### src/rtl/core/rcdf_pkg.sv
// shared constants and types of the recent code duplicate filter
`timescale 1ns / 1ps

package rcdf_pkg;

    // default number of remembered codes
    localparam int LIST_DEPTH_DEF = 32;

    // width of a deduplication code
    localparam int CODE_W = 16;

    // result handed from the scanner to the output stage
    typedef struct packed {
        logic valid;
        logic hit;
    } t_scan_res;

endpackage

### src/rtl/core/rcdf_ring_mem.sv
// code ring storage: one write port, one registered read port
`timescale 1ns / 1ps

module rcdf_ring_mem #(
    parameter int LIST_DEPTH = rcdf_pkg::LIST_DEPTH_DEF,
    parameter int IW = $clog2(LIST_DEPTH)
) (
    input  logic                        i_clk,
    input  logic                        i_wr_en,
    input  logic [IW-1:0]               i_wr_addr,
    input  logic [rcdf_pkg::CODE_W-1:0] i_wr_data,
    input  logic                        i_rd_en,
    input  logic [IW-1:0]               i_rd_addr,
    output logic [rcdf_pkg::CODE_W-1:0] o_rd_data
);

    logic [rcdf_pkg::CODE_W-1:0] r_mem [LIST_DEPTH];
    logic [rcdf_pkg::CODE_W-1:0] r_rd_data;

    // write port
    always_ff @(posedge i_clk) begin
        if (i_wr_en) begin
            r_mem[i_wr_addr] <= i_wr_data;
        end
    end

    // read port, registered
    always_ff @(posedge i_clk) begin
        if (i_rd_en) begin
            r_rd_data <= r_mem[i_rd_addr];
        end
    end

    assign o_rd_data = r_rd_data;

endmodule

### src/rtl/core/rcdf_scanner.sv
// scan sequencer: searches the live ring entries and appends a new code on a miss
`timescale 1ns / 1ps

module rcdf_scanner #(
    parameter int LIST_DEPTH = rcdf_pkg::LIST_DEPTH_DEF,
    parameter int IW = $clog2(LIST_DEPTH)
) (
    input  logic                        i_clk,
    input  logic                        i_rst_n,
    input  logic                        i_valid,
    output logic                        o_ready,
    input  logic [rcdf_pkg::CODE_W-1:0] i_code,
    output rcdf_pkg::t_scan_res         o_res,
    input  logic                        i_res_ready,
    output logic                        o_rd_en,
    output logic [IW-1:0]               o_rd_addr,
    input  logic [rcdf_pkg::CODE_W-1:0] i_rd_data,
    output logic                        o_wr_en,
    output logic [IW-1:0]               o_wr_addr,
    output logic [rcdf_pkg::CODE_W-1:0] o_wr_data
);

    // counter wide enough to hold the depth itself
    localparam int CW = $clog2(LIST_DEPTH + 1);
    localparam logic [CW-1:0] DEPTH_C = CW'(LIST_DEPTH);
    localparam logic [IW-1:0] LAST_POS = IW'(LIST_DEPTH - 1);

    typedef enum logic [2:0] {
        S_IDLE = 3'b001,
        S_SCAN = 3'b010,
        S_DONE = 3'b100
    } t_state;

    t_state                      r_state,     n_state;
    logic [IW-1:0]               r_wpos,      n_wpos;
    logic                        r_wrapped,   n_wrapped;
    logic                        r_cmp_pend,  n_cmp_pend;
    logic                        r_cmp_last,  n_cmp_last;
    logic [CW-1:0]               r_issue_idx, n_issue_idx;
    logic [CW-1:0]               r_limit,     n_limit;
    logic [rcdf_pkg::CODE_W-1:0] r_code,      n_code;
    logic                        r_hit,       n_hit;

    logic do_load;
    logic do_miss;
    logic issue;

    assign issue = (r_issue_idx < r_limit);

    // next-state logic
    always_comb begin
        n_state     = r_state;
        n_wpos      = r_wpos;
        n_wrapped   = r_wrapped;
        n_cmp_pend  = r_cmp_pend;
        n_cmp_last  = r_cmp_last;
        n_issue_idx = r_issue_idx;
        n_limit     = r_limit;
        n_code      = r_code;
        n_hit       = r_hit;
        do_load     = 1'b0;
        do_miss     = 1'b0;
        o_rd_en     = 1'b0;
        o_ready     = 1'b0;
        o_res       = '0;

        case (r_state)
            S_IDLE: begin
                o_ready = 1'b1;
                do_load = i_valid;
            end
            S_SCAN: begin
                // issue one read per cycle up to the search limit
                if (issue) begin
                    o_rd_en     = 1'b1;
                    n_issue_idx = r_issue_idx + 1'b1;
                    n_cmp_pend  = 1'b1;
                    n_cmp_last  = (r_issue_idx == r_limit - 1'b1);
                end else begin
                    n_cmp_pend = 1'b0;
                end
                // compare the entry read last cycle
                if (r_limit == '0) begin
                    do_miss = 1'b1;
                end else if (r_cmp_pend) begin
                    if (i_rd_data == r_code) begin
                        n_hit   = 1'b1;
                        n_state = S_DONE;
                    end else if (r_cmp_last) begin
                        do_miss = 1'b1;
                    end
                end
            end
            S_DONE: begin
                o_res.valid = 1'b1;
                o_res.hit   = r_hit;
                o_ready     = i_res_ready;
                if (i_res_ready) begin
                    n_state = S_IDLE;
                    do_load = i_valid;
                end
            end
            default: begin
                n_state = S_IDLE;
            end
        endcase

        // start a search on an accepted transaction
        if (do_load) begin
            n_code      = i_code;
            n_limit     = r_wrapped ? DEPTH_C : CW'(r_wpos);
            n_issue_idx = '0;
            n_cmp_pend  = 1'b0;
            n_cmp_last  = 1'b0;
            n_state     = S_SCAN;
        end

        // append the new code and advance the write position
        if (do_miss) begin
            n_hit   = 1'b0;
            n_state = S_DONE;
            if (r_wpos == LAST_POS) begin
                n_wpos    = '0;
                n_wrapped = 1'b1;
            end else begin
                n_wpos = r_wpos + 1'b1;
            end
        end
    end

    // memory access
    assign o_rd_addr = r_issue_idx[IW-1:0];
    assign o_wr_en   = do_miss;
    assign o_wr_addr = r_wpos;
    assign o_wr_data = r_code;

    // control registers
    always_ff @(posedge i_clk) begin
        if (!i_rst_n) begin
            r_state    <= S_IDLE;
            r_wpos     <= '0;
            r_wrapped  <= 1'b0;
            r_cmp_pend <= 1'b0;
        end else begin
            r_state    <= n_state;
            r_wpos     <= n_wpos;
            r_wrapped  <= n_wrapped;
            r_cmp_pend <= n_cmp_pend;
        end
    end

    // search payload registers
    always_ff @(posedge i_clk) begin
        r_cmp_last  <= n_cmp_last;
        r_issue_idx <= n_issue_idx;
        r_limit     <= n_limit;
        r_code      <= n_code;
        r_hit       <= n_hit;
    end

endmodule

### src/rtl/core/recent_code_duplicate_filter_core.sv
// top level of the recent code duplicate filter
//
//  channel   | handshake          | payload
//  ----------+--------------------+----------------------
//  input     | i_valid / o_ready  | i_packet_code [15:0]
//  output    | o_valid / i_ready  | o_dup_flag
//
// an item occupies the scanner while it reads the L live entries (L being the
// write position before the first wrap, LIST_DEPTH after it) in turn through
// the single ring read port; a hit ends the scan early. reset is synchronous
// and active low.
// a finished result waits in the output register while the next search runs;
// the scanner holds its result only while that register is still occupied.
`timescale 1ns / 1ps

module recent_code_duplicate_filter_core #(
    parameter int LIST_DEPTH = rcdf_pkg::LIST_DEPTH_DEF
) (
    input  logic                        i_clk,
    input  logic                        i_rst_n,
    input  logic                        i_valid,
    output logic                        o_ready,
    input  logic [rcdf_pkg::CODE_W-1:0] i_packet_code,
    output logic                        o_valid,
    input  logic                        i_ready,
    output logic                        o_dup_flag
);

    localparam int IW = $clog2(LIST_DEPTH);

    rcdf_pkg::t_scan_res         scan_res;
    logic                        res_ready;
    logic                        rd_en;
    logic [IW-1:0]               rd_addr;
    logic [rcdf_pkg::CODE_W-1:0] rd_data;
    logic                        wr_en;
    logic [IW-1:0]               wr_addr;
    logic [rcdf_pkg::CODE_W-1:0] wr_data;
    logic                        r_out_valid;
    logic                        r_out_dup;

    // search sequencer
    rcdf_scanner #(
        .LIST_DEPTH (LIST_DEPTH),
        .IW         (IW)
    ) u_scanner (
        .i_clk       (i_clk),
        .i_rst_n     (i_rst_n),
        .i_valid     (i_valid),
        .o_ready     (o_ready),
        .i_code      (i_packet_code),
        .o_res       (scan_res),
        .i_res_ready (res_ready),
        .o_rd_en     (rd_en),
        .o_rd_addr   (rd_addr),
        .i_rd_data   (rd_data),
        .o_wr_en     (wr_en),
        .o_wr_addr   (wr_addr),
        .o_wr_data   (wr_data)
    );

    // code ring
    rcdf_ring_mem #(
        .LIST_DEPTH (LIST_DEPTH),
        .IW         (IW)
    ) u_ring_mem (
        .i_clk     (i_clk),
        .i_wr_en   (wr_en),
        .i_wr_addr (wr_addr),
        .i_wr_data (wr_data),
        .i_rd_en   (rd_en),
        .i_rd_addr (rd_addr),
        .o_rd_data (rd_data)
    );

    // output register
    assign res_ready = !r_out_valid || i_ready;

    always_ff @(posedge i_clk) begin
        if (!i_rst_n) begin
            r_out_valid <= 1'b0;
        end else if (scan_res.valid && res_ready) begin
            r_out_valid <= 1'b1;
        end else if (i_ready) begin
            r_out_valid <= 1'b0;
        end
    end

    always_ff @(posedge i_clk) begin
        if (scan_res.valid && res_ready) begin
            r_out_dup <= scan_res.hit;
        end
    end

    assign o_valid    = r_out_valid;
    assign o_dup_flag = r_out_dup;

endmodule

### config.mk
export PLATFORM = sky130hd
export DESIGN_NAME = recent_code_duplicate_filter_core
export DESIGN_NICKNAME = d
export VERILOG_FILES = /design/src/rtl/core/rcdf_pkg.sv /design/src/rtl/core/rcdf_ring_mem.sv /design/src/rtl/core/rcdf_scanner.sv /design/src/rtl/core/recent_code_duplicate_filter_core.sv
export SDC_FILE = /design/constraint.sdc
export NUM_CORES = 1
export LEC_CHECK = 0
export BUFFER_PORTS_ARGS = -buffer_cell sky130_fd_sc_hd__clkbuf_2
export CORE_UTILIZATION = 63
export DETAILED_ROUTE_END_ITERATION = 8
export PLACE_DENSITY = 0.79
export SYNTH_ARGS = -nofsm -noshare
export SYNTH_HDL_FRONTEND = slang
export SYNTH_HIERARCHICAL = 1
export SYNTH_SLANG_ARGS = --single-unit
export TNS_END_PERCENT = 5
### constraint.sdc
create_clock -name i_clk -period 3.8 [get_ports i_clk]
set_input_delay 0.19 -clock i_clk [delete_from_list [all_inputs] [get_ports i_clk]]
set_output_delay 0.19 -clock i_clk [all_outputs]
set_load 0.03 [all_outputs]
==> metrics, run 1 <==
antenna-violating nets left=0; number of synthesized flops with an enable pin=551; crit start category=flip-flop; CTS tree=done; f_max=0.316 GHz; setup slack, reg-to-reg=0.64 ns; Core ar.=35700 sq um; drt drc=0; Data required, critical path=4.09 ns; top post-synthesis cells by area=edfxtp_1, mux2i_1, a22oi_1; Syn Area/Cell=17.0 sq um; critical path endpoint category=flip-flop; Synth top cells by count=edfxtp_1, mux2i_1, a22oi_1, nand2_1; post-synthesis sequential area ratio=73.7%; overall global routing resource usage=29.3%; largest net degree at the start of global routing=58; largest area contributor in the netlist=edfxtp_1; Worst-path clk slew=0.06 ns; Async S/R FF share, synth=0%; GR Overflow Total=0; CTS Buf Count=54; count of cell types in the netlist=57; clk sink count=570; Syn. warnings=6; NumNets Final=1483; Critical Path AT=3.45 ns; WHS=0.113 ns; worst hold path class=primary input to flip-flop; proportion of layout cells with a drive suffix above 1=13.1%; die height=193 microns; Synth top area share=72.1%; count leader, synth=edfxtp_1; FF-to-FF End=u_ring_mem/r_mem[20][4]$_DFFE_PP_; CTS H-tree depth=2; first-pass GRT wire length=77800 microns; vias in the first global route=12400; vias=12800; io pins=23; router iterations before antenna repair=5; RSZ-0062 raised after global routing=no; initial antenna violation count=1; Initial Utilization=64.2%; Synth Cell Area=23000 sq um; Iter 0 DRT Violations=1663; Worst Setup EP=u_ring_mem/r_mem[20][4]$_DFFE_PP_; post-detail-place hpwl=31000 microns; final period utilization=83.2%; VDD IR max=0.519 mV; fin. max-slew vios=0; worst reg2reg path depth=9; chip width=193 microns; Worst Setup SP=u_scanner/o_wr_data[14]$_DFFE_PP_; CTS resizes=0; die area=37200 sq um; Max-Cap Viols=0; worst skew pair latency=0.61 ns; worst rel slew slack=33.4%; area grow syn2layout=11.6%; CTS root buf=clkbuf_16; routed wire length=52700 microns; Final Setup Violations=0; status=finished, final reports clean; Seq cells post-synth=570; postcts setup bufs=0; Fin. Hold Viols=0; Pwr per Cell Area=497 nW/um^2; Max Root-Sink Buffers=3; worst-margin pin slew=0.998 ns; worst-path fanout max=33; critical path type=flip-flop to flip-flop; top_reg_cell synth=edfxtp_1; RD Place Congestion=0.879; vias per cell=6.52; min Tclk post-route=3.16 ns; IO Port Bufs=22; standard-cell rows=69; Syn Nets=1384; setup TNS=0 ns; Leak=8.00 nW; Worst Clk Skew=0.0246 ns; post-synthesis instance total=1354; reg-to-reg startpoint=u_scanner/o_wr_data[14]$_DFFE_PP_; drt wl/cell=26.9 microns
[critical path, stage by stage, from the launching register on]
cell,delay [ns]
edfxtp_1,0.33
buf_4,0.39
xnor2_1,0.14
nand4_1,0.14
nor4_1,0.08
buf_4,0.16
o22ai_2,0.44
or3b_2,0.67
nor2_1,0.19
buf_4,0.29
[routing by layer]
| layer | GRT usage, % | vias up | wire [microns] |
|---|---|---|---|
| met5 | 0 | - | 0 |
| met1 | 41.3 | 6384 | 20400 |
| met4 | 10.5 | 0 | 1610 |
| li1 | - | 5551 | - |
| met2 | 46.0 | 728 | 25100 |
| met3 | 5.64 | 98 | 5590 |
[how the worst min path moves through the flow]
stage | startpoint | to | slack (ns) | cells after the start
2_1_floorplan | i_packet_code[0] | u_scanner/o_wr_data[0]$_DFFE_PP_ | 0.29 | 0
3_3_place_gp | i_packet_code[0] | u_scanner/o_wr_data[0]$_DFFE_PP_ | 0.37 | 1
3_5_place_dp | i_packet_code[14] | u_scanner/o_wr_data[14]$_DFFE_PP_ | 0.37 | 1
4_1_cts | i_valid | u_scanner/r_issue_idx[5]$_SDFFE_PP0P_ | 0.09 | 4
5_1_grt | i_valid | u_scanner/r_issue_idx[5]$_SDFFE_PP0P_ | 0.14 | 4
6_report | i_valid | u_scanner/r_state[0]$_SDFFE_PN1P_ | 0.11 | 5
[sequential cells by signal (all words and copies together), names as in the netlist, 3 cells and up]
register / flops
u_scanner/r_state: 3
u_scanner/o_wr_data: 16
u_scanner/r_issue_idx: 6
u_scanner/r_limit: 6
u_scanner/o_wr_addr: 5
u_ring_mem/r_mem: 512
u_ring_mem/o_rd_data: 16
[per-stage QoR]
| step | cells | util [%] | worst slack, ns | power (mW) | area [sq um] |
|---|---|---|---|---|---|
| after global placement | 1840 | 66.3 | 0.818 | 7.52 | 23700 |
| after detailed placement | 1840 | 66.3 | 0.719 | 7.53 | 23700 |
| after floorplan | 1354 | - | 0.638 | 7.38 | 23000 |
| final | 1957 | 71.7 | 0.639 | 12.7 | 25600 |
| after CTS | 1956 | 71.7 | 0.696 | 12.8 | 25600 |
| after global routing | 1956 | 71.7 | 0.382 | 13.0 | 25600 |
[power breakdown]
part,total (mW),internal (mW),switching [mW]
combinational,0.469,0.155,0.314
sequential,6.96,6.93,0.0232
clock,5.32,3.05,2.27
[final cells by class]
cell class	instances	area (sq um)
Clock buffer	63	1410
Tap cell	461	577
Antenna cell	1	2.50
Multi-Input combinational cell	698	5410
Timing Repair Buffer	117	918
Fill cell	2171	10100
Sequential cell	570	16900
Inverter	12	45.0
Clock inverter	35	335
[cell families after synthesis]
logic type | count (synthesis) | share of synthesized area (%)
flops | 570 | 73.7
buf+inv | 86 | 2.78
mux | 263 | 11.5
simple gates | 217 | 4.90
xor+xnor | 20 | 0.763
compound gates | 188 | 5.82
fa+ha+maj | 10 | 0.545
[cell usage in the layout, fill, tap and decap left out, drive strengths merged, types with 4 or more instances in the layout]
cell           n
nand2b         5
bufinv         6
clkbuf        85
mux2i        263
nand4         21
or4            4
dfxtp         19
a22oi         65
nand2         47
nand3b         8
inv           14
a22o          32
a211oi         4
and3           5
nor2          42
dlygate4sd3   18
buf           77
clkinv        26
a31oi         16
o31ai          4
nand3         41
nor3          18
edfxtp       551
ha            10
nor2b         11
xnor2         20
a21oi         41
o21ai         10
[timing repair]
item / 4_1_cts / 5_1_grt
endpoints found under the setup margin: 0 / 0
hold buffers: 18 / 0
endpoints found under the hold margin: 19 / 0
Power figures use the tool's default switching activity.
==> inputs of run 2 (changes only) <==
ABC_AREA = 1   (was not set)
CORE_UTILIZATION = 57   (was 63)
PLACE_DENSITY = 0.76   (was 0.79)
clock period = 2.8 ns   (was 3.8 ns; I/O delays follow)
==> run 2 against run 1 <==
Net effect: register-to-register slack worse by 0.47 ns; clock skew shrank 0.0036 ns; global-route usage grew 0.18 points; final cell count grew 41%; utilization fell by 6.3 points; highest routed layer is now met5; sequential share of layout area fell by 3.0 points; clock power grew 45%; sequential power increased by 45%; first-iteration DRC count increased by 44%.
==> metrics, run 2 <==
largest reg by FF count=u_ring_mem/r_mem; worst-path fanout max=16; post-placement cell area=24700 sq um; Synth top cells by count=nand2_1, edfxtp_1, nand3_1, nor2_1, inv_1; min Tclk post-route=2.63 ns; Fin. Hold Viols=0; Leak=10.1 nW; Clock power frac=33.2%; setup TNS=0 ns; CTS Buf Count=55; Worst Setup SP=u_scanner/r_limit[0]$_SDFFCE_PP0P_; standard-cell rows=74; RD Place Congestion=0.940; RSZ-0062 raised after global routing=no; Data required, critical path=3.10 ns; top post-synthesis cells by area=edfxtp_1, nand2_1, nand3_1; die area=42700 sq um; clk sink count=570; Async S/R FF share, synth=0%; Final Setup Violations=0; Initial Utilization=58.1%; area grow syn2layout=12.5%; Seq cells post-synth=570; CTS tree=done; CTS root buf=clkbuf_16; most common cell after layout, fill and taps aside=nand2_1; post-synthesis instance total=2101; final period utilization=94.1%; postcts setup bufs=0; routed wire length=61400 microns; chip width=207 microns; critical path endpoint category=flip-flop; Synth Cell Area=23800 sq um; Hold Path Origin=i_packet_code[7]; router iterations before antenna repair=6; first-pass GRT wire length=91700 microns; overall global routing resource usage=29.5%; commonest non-fill, non-tap cells in the layout=nand2_1, edfxtp_1, nand3_1, buf_4, nor2_1; Max-Cap Viols=0; largest net degree at the start of global routing=156; drt wl/cell=22.3 microns; die height=207 microns; worst-margin pin slew=0.914 ns; fillers=2858; top_reg_cell synth=edfxtp_1; f_max=0.380 GHz; post-synthesis sequential area ratio=71.0%; io pins=23; Worst-path clk slew=0.06 ns; Worst Clk Skew=0.0210 ns; worst rel slew slack=39.0%; Syn. warnings=6; NumNets Final=2210; Core Util, Final=65.4%; initial antenna violation count=2; critical path type=flip-flop to flip-flop; Critical Path AT=2.93 ns; Syn Area/Cell=11.4 sq um; Comb pwr share=23.4%; count of cell types in the netlist=35; worst hold path class=primary input to flip-flop; Max Root-Sink Buffers=3; Synth top area share=69.4%; number of synthesized flops with an enable pin=551; CTS H-tree depth=2; drt drc=0; P_int=15.9 mW; final cell count without fillers=2759; Psw=7.31 mW; WHS=0.296 ns; worst skew pair latency=0.61 ns; largest area contributor in the netlist=edfxtp_1; fin. max-slew vios=0; GR Overflow Total=0; count leader, synth=nand2_1; Core ar.=41000 sq um; crit start category=flip-flop; antenna-violating nets left=0; vias in the first global route=15700; VDD IR max=1.17 mV; post-detail-place hpwl=38000 microns; Syn Nets=2131; max reg flops=512; vias per cell=5.94; reg-to-reg startpoint=u_scanner/r_limit[0]$_SDFFCE_PP0P_; Pwr per Cell Area=866 nW/um^2; IO Port Bufs=22; switch share=31.5%; sequential power share=43.4%; proportion of layout cells with a drive suffix above 1=10.2%; post-route cell area=26800 sq um; Placed Instances=2635; vias=16400; Iter 0 DRT Violations=2393; status=finished, final reports clean
run 2: cell types whose count changed after synthesis, sizes merged, moves of 18 or more:
cell,previous run,this run
nand2,47,799
a22oi,65,0
mux2i,263,0
xnor2,20,2
inv,12,71
buf,61,94
nor2,42,80
a22o,32,0
nand3,41,408
a21oi,41,18
run 2: cell type report:
class                           instances  area (sq um)  share of cell area [%]
Sequential cell                       570         16900                    63.1
Multi-Input combinational cell       1347          5850                    21.8
Tap cell                              532           666                    2.48
Clock inverter                         35           422                    1.57
Clock buffer                           68          1480                    5.50
Antenna cell                            1          2.50                 0.00933
Inverter                               71           279                    1.04
Timing Repair Buffer                  135          1200                    4.47
run 2: per-stage QoR:
stage / power [mW] / setup WS (ns)
2_1_floorplan: 13.9 / -0.0555
3_3_place_gp: 15.4 / 0.381
3_5_place_dp: 15.5 / 0.258
4_1_cts: 23.1 / 0.233
5_1_grt: 24.0 / 0.0364
6_report: 23.3 / 0.165
run 2: worst max-delay path, stage by stage, from the launching register on:
cell and delay [ns]:
edfxtp_1 0.44, inv_1 0.12, ha_1 0.20, nand3_1 0.12
nor3_1 0.21, inv_1 0.18, a21oi_4 0.26, nand3_1 0.14
buf_4 0.21, nor2_1 0.16, buf_4 0.27
run 2: final timing paths:
kind / endpoint / slack, ns / depth (start not counted)
max: u_ring_mem/r_mem[17][3]$_DFFE_PP_ / 0.17 / 10
min: u_scanner/o_wr_data[7]$_DFFE_PP_ / 0.30 / 2
max reg2reg: u_ring_mem/r_mem[17][3]$_DFFE_PP_ / 0.17 / 10
min reg2reg: u_scanner/r_cmp_last$_SDFFE_PP0P_ / 0.48 / 2
run 2: routing by layer:
| metal | wire length, microns | up-vias | share of wire (%) | global-route usage [%] |
|---|---|---|---|---|
| met5 | 11 | - | 0.018 | 0 |
| met4 | 3120 | 2 | 5.1 | 14.7 |
| met3 | 6290 | 211 | 10 | 5.12 |
| met2 | 29000 | 1021 | 47 | 47.3 |
| met1 | 23000 | 7766 | 37 | 39.1 |
| li1 | - | 7382 | - | - |
run 2: logic make-up after synthesis:
kind of cell	after synthesis	share of synthesized area, %
AOI/OAI and AO/OA	28	0.645
xor gates and xnor gates	9	0.331
adders and majority gates	10	0.525
buffers and inverters	184	4.50
DFF	570	71.0
and+or+nand+nor	1300	23.0
run 2: repair_timing:
item | CTS | global route
hold buffers | 20 | 0
gates resized for setup | 0 | 2
endpoints found under the setup margin | 0 | 48
hold endpoints to repair | 28 | 0
run 2: power groups by stage:
stage	registers, mW	logic [mW]	clock network, mW
global route	10.1	5.85	8.08
finish	10.1	5.43	7.72
CTS	10.1	5.29	7.75
detailed placement	10.3	5.23	0
floorplan	10.4	3.55	0
global placement	10.3	5.10	0
==> inputs of run 3 (changes only) <==
RECOVER_POWER = 50   (was not set)
SYNTH_HIERARCHICAL = not set   (was 1)
==> run 3 against run 2 <==
Net effect: the run now ends with capacitance limit, slew limit left; non-clock buffer count fell by 1; critical path depth rose by 1; maximum frequency rose by 4.2%; area after synthesis fell by 4.0%; die area fell by 4.0%; critical path type unchanged.
==> metrics, run 3 <==
status=finished with violations; violated checks=capacitance limit, slew limit; Async S/R FF share, synth=0%; most common cell after layout, fill and taps aside=edfxtp_1; post-detail-place hpwl=36300 microns; final period utilization=90.3%; standard-cell rows=73; Synth top cells by count=edfxtp_1, nor2_1, o21ai_0, nand2_1, o22ai_1; worst-path fanout max=13; first-pass GRT wire length=89300 microns; vias in the first global route=14800; slowest cell delay on critical path=0.39 ns; top_reg_cell synth=edfxtp_1; post-synthesis instance total=1779; Critical Path, Cell by Cell=inv_1 > ha_1 > nand3_1 > nor2_1 > nand2_1 > nor2_2 > inv_2 > nand2_4 > nand2_2 > nor2_1 > buf_4; count of cell types in the netlist=35; Fin. Hold Viols=0; fin. max-slew vios=342; largest reg by FF count=u_ring_mem.r_mem; Iter 0 DRT Violations=2353; Worst Clk Skew=0.0241 ns; critical path endpoint category=flip-flop; CTS H-tree depth=2; worst hold path class=primary input to flip-flop; cell family with most CP delay=simple AND/OR/NAND/NOR gates; chip width=202 microns; vias=15300; CTS Buf Count=54; die area=40900 sq um; largest area contributor in the netlist=edfxtp_1; top post-synthesis cells by area=edfxtp_1, nor2_1, o21ai_0; CTS tree=done; fillers=2852; RSZ-0062 raised after global routing=no; Synth top area share=72.3%; overall global routing resource usage=29.2%; clk sink count=570; proportion of layout cells with a drive suffix above 1=9.76%; worst rel slew slack=-41.8%; drt drc=0; Pwr per Cell Area=924 nW/um^2; RD Place Congestion=0.927; io pins=23; critical path type=flip-flop to flip-flop; Leak=8.64 nW; GR Overflow Total=0; CTS resizes=0; drt wl/cell=24.4 microns; IO Port Bufs=22; worst-margin pin slew=2.13 ns; Slowest-stage cell, CP=edfxtp_1; final cell count without fillers=2431; min Tclk post-route=2.53 ns; router iterations before antenna repair=6; Critical Path AT=2.81 ns; crit start category=flip-flop; post-placement cell area=23900 sq um; Seq cells post-synth=570; Synth Cell Area=22900 sq um; Initial Utilization=57.7%; Syn Area/Cell=12.9 sq um; number of synthesized flops with an enable pin=551; f_max=0.395 GHz; CP bufs+invs=3; Syn Nets=1812; Max Root-Sink Buffers=3; most frequent CP cell=nor2_1; # diodes=0; CTS root buf=clkbuf_16; antenna-violating nets left=0; WHS=0.284 ns; Core ar.=39600 sq um; VDD IR max=0.739 mV; post-synthesis sequential area ratio=74.0%; die height=202 microns; commonest non-fill, non-tap cells in the layout=edfxtp_1, nor2_1, o21ai_0, nand2_1, o22ai_1; max reg flops=512; routed wire length=59300 microns; vias per cell=6.31; Placed Instances=2312; Data required, critical path=3.08 ns; post-route cell area=25700 sq um; worst skew pair latency=0.59 ns; Syn. warnings=0; Max-Cap Viols=12; initial antenna violation count=0; Final Setup Violations=0; NumNets Final=1895; count leader, synth=edfxtp_1; Worst-path clk slew=0.06 ns; largest net degree at the start of global routing=110; area grow syn2layout=12.5%
-- run 3: final timing paths --
kind                                         start                                     to  slack (ns)  cells after the start
max             u_scanner.r_limit[0]$_SDFFCE_PP0P_     u_ring_mem.r_mem[28][15]$_DFFE_PP_        0.27                     11
min                               i_packet_code[6]       u_scanner.o_wr_data[6]$_DFFE_PP_        0.28                      2
max reg2reg     u_scanner.r_limit[0]$_SDFFCE_PP0P_     u_ring_mem.r_mem[28][15]$_DFFE_PP_        0.27                     11
min reg2reg  u_scanner.r_issue_idx[5]$_SDFFE_PP0P_  u_scanner.r_issue_idx[5]$_SDFFE_PP0P_        0.50                      1
-- run 3: where the power goes --
group | total, mW | internal, mW | leakage (nW) | switching [mW]
registers | 10.4 | 10.2 | 5.12 | 0.180
clock network | 7.35 | 4.24 | 0.858 | 3.11
logic | 6.09 | 1.54 | 2.66 | 4.55
total | 23.8 | 16.0 | 8.64 | 7.84
-- run 3: logic make-up after synthesis --
logic type	synth area share, %
buffers and inverters	3.76
and+or+nand+nor	9.97
xor gates and xnor gates	0.230
adders and majority gates	0.711
DFF	74.0
AOI/OAI and AO/OA	11.4
-- run 3: repair_timing --
| action | 4_1_cts | 5_1_grt |
|---|---|---|
| buffers inserted | 0 | 0 |
| endpoints found under the hold margin | 24 | 0 |
| hold buffers | 19 | 0 |
-- run 3: area by class of cell --
cell class	count	area, sq um	share of cell area, %
Multi-Input combinational cell	1025	5110	19.8
Clock inverter	36	370	1.44
Inverter	77	295	1.15
Tap cell	525	657	2.55
Sequential cell	570	16900	65.8
Clock buffer	64	1410	5.48
Timing Repair Buffer	134	966	3.75
-- run 3: per-layer routing --
metal | part of all wire (%) | track usage, % | vias to the layer above
li1 | - | - | 6699
met1 | 39 | 42.1 | 7465
met2 | 45 | 43.6 | 1036
met3 | 12 | 5.71 | 148
met4 | 4.5 | 13.0 | 0
met5 | 0 | 0 | -
-- run 3: through the flow --
step | TNS, ns | utilization [%] | worst slack [ns] | power, mW
final | 0 | 64.9 | 0.270 | 23.8
after CTS | 0 | 65.3 | 0.305 | 23.7
after global placement | 0 | 60.3 | 0.416 | 16.3
after floorplan | -10.86 | - | -0.226 | 14.2
after detailed placement | 0 | 60.3 | 0.318 | 16.4
after global routing | 0 | 64.9 | 0.0801 | 24.6
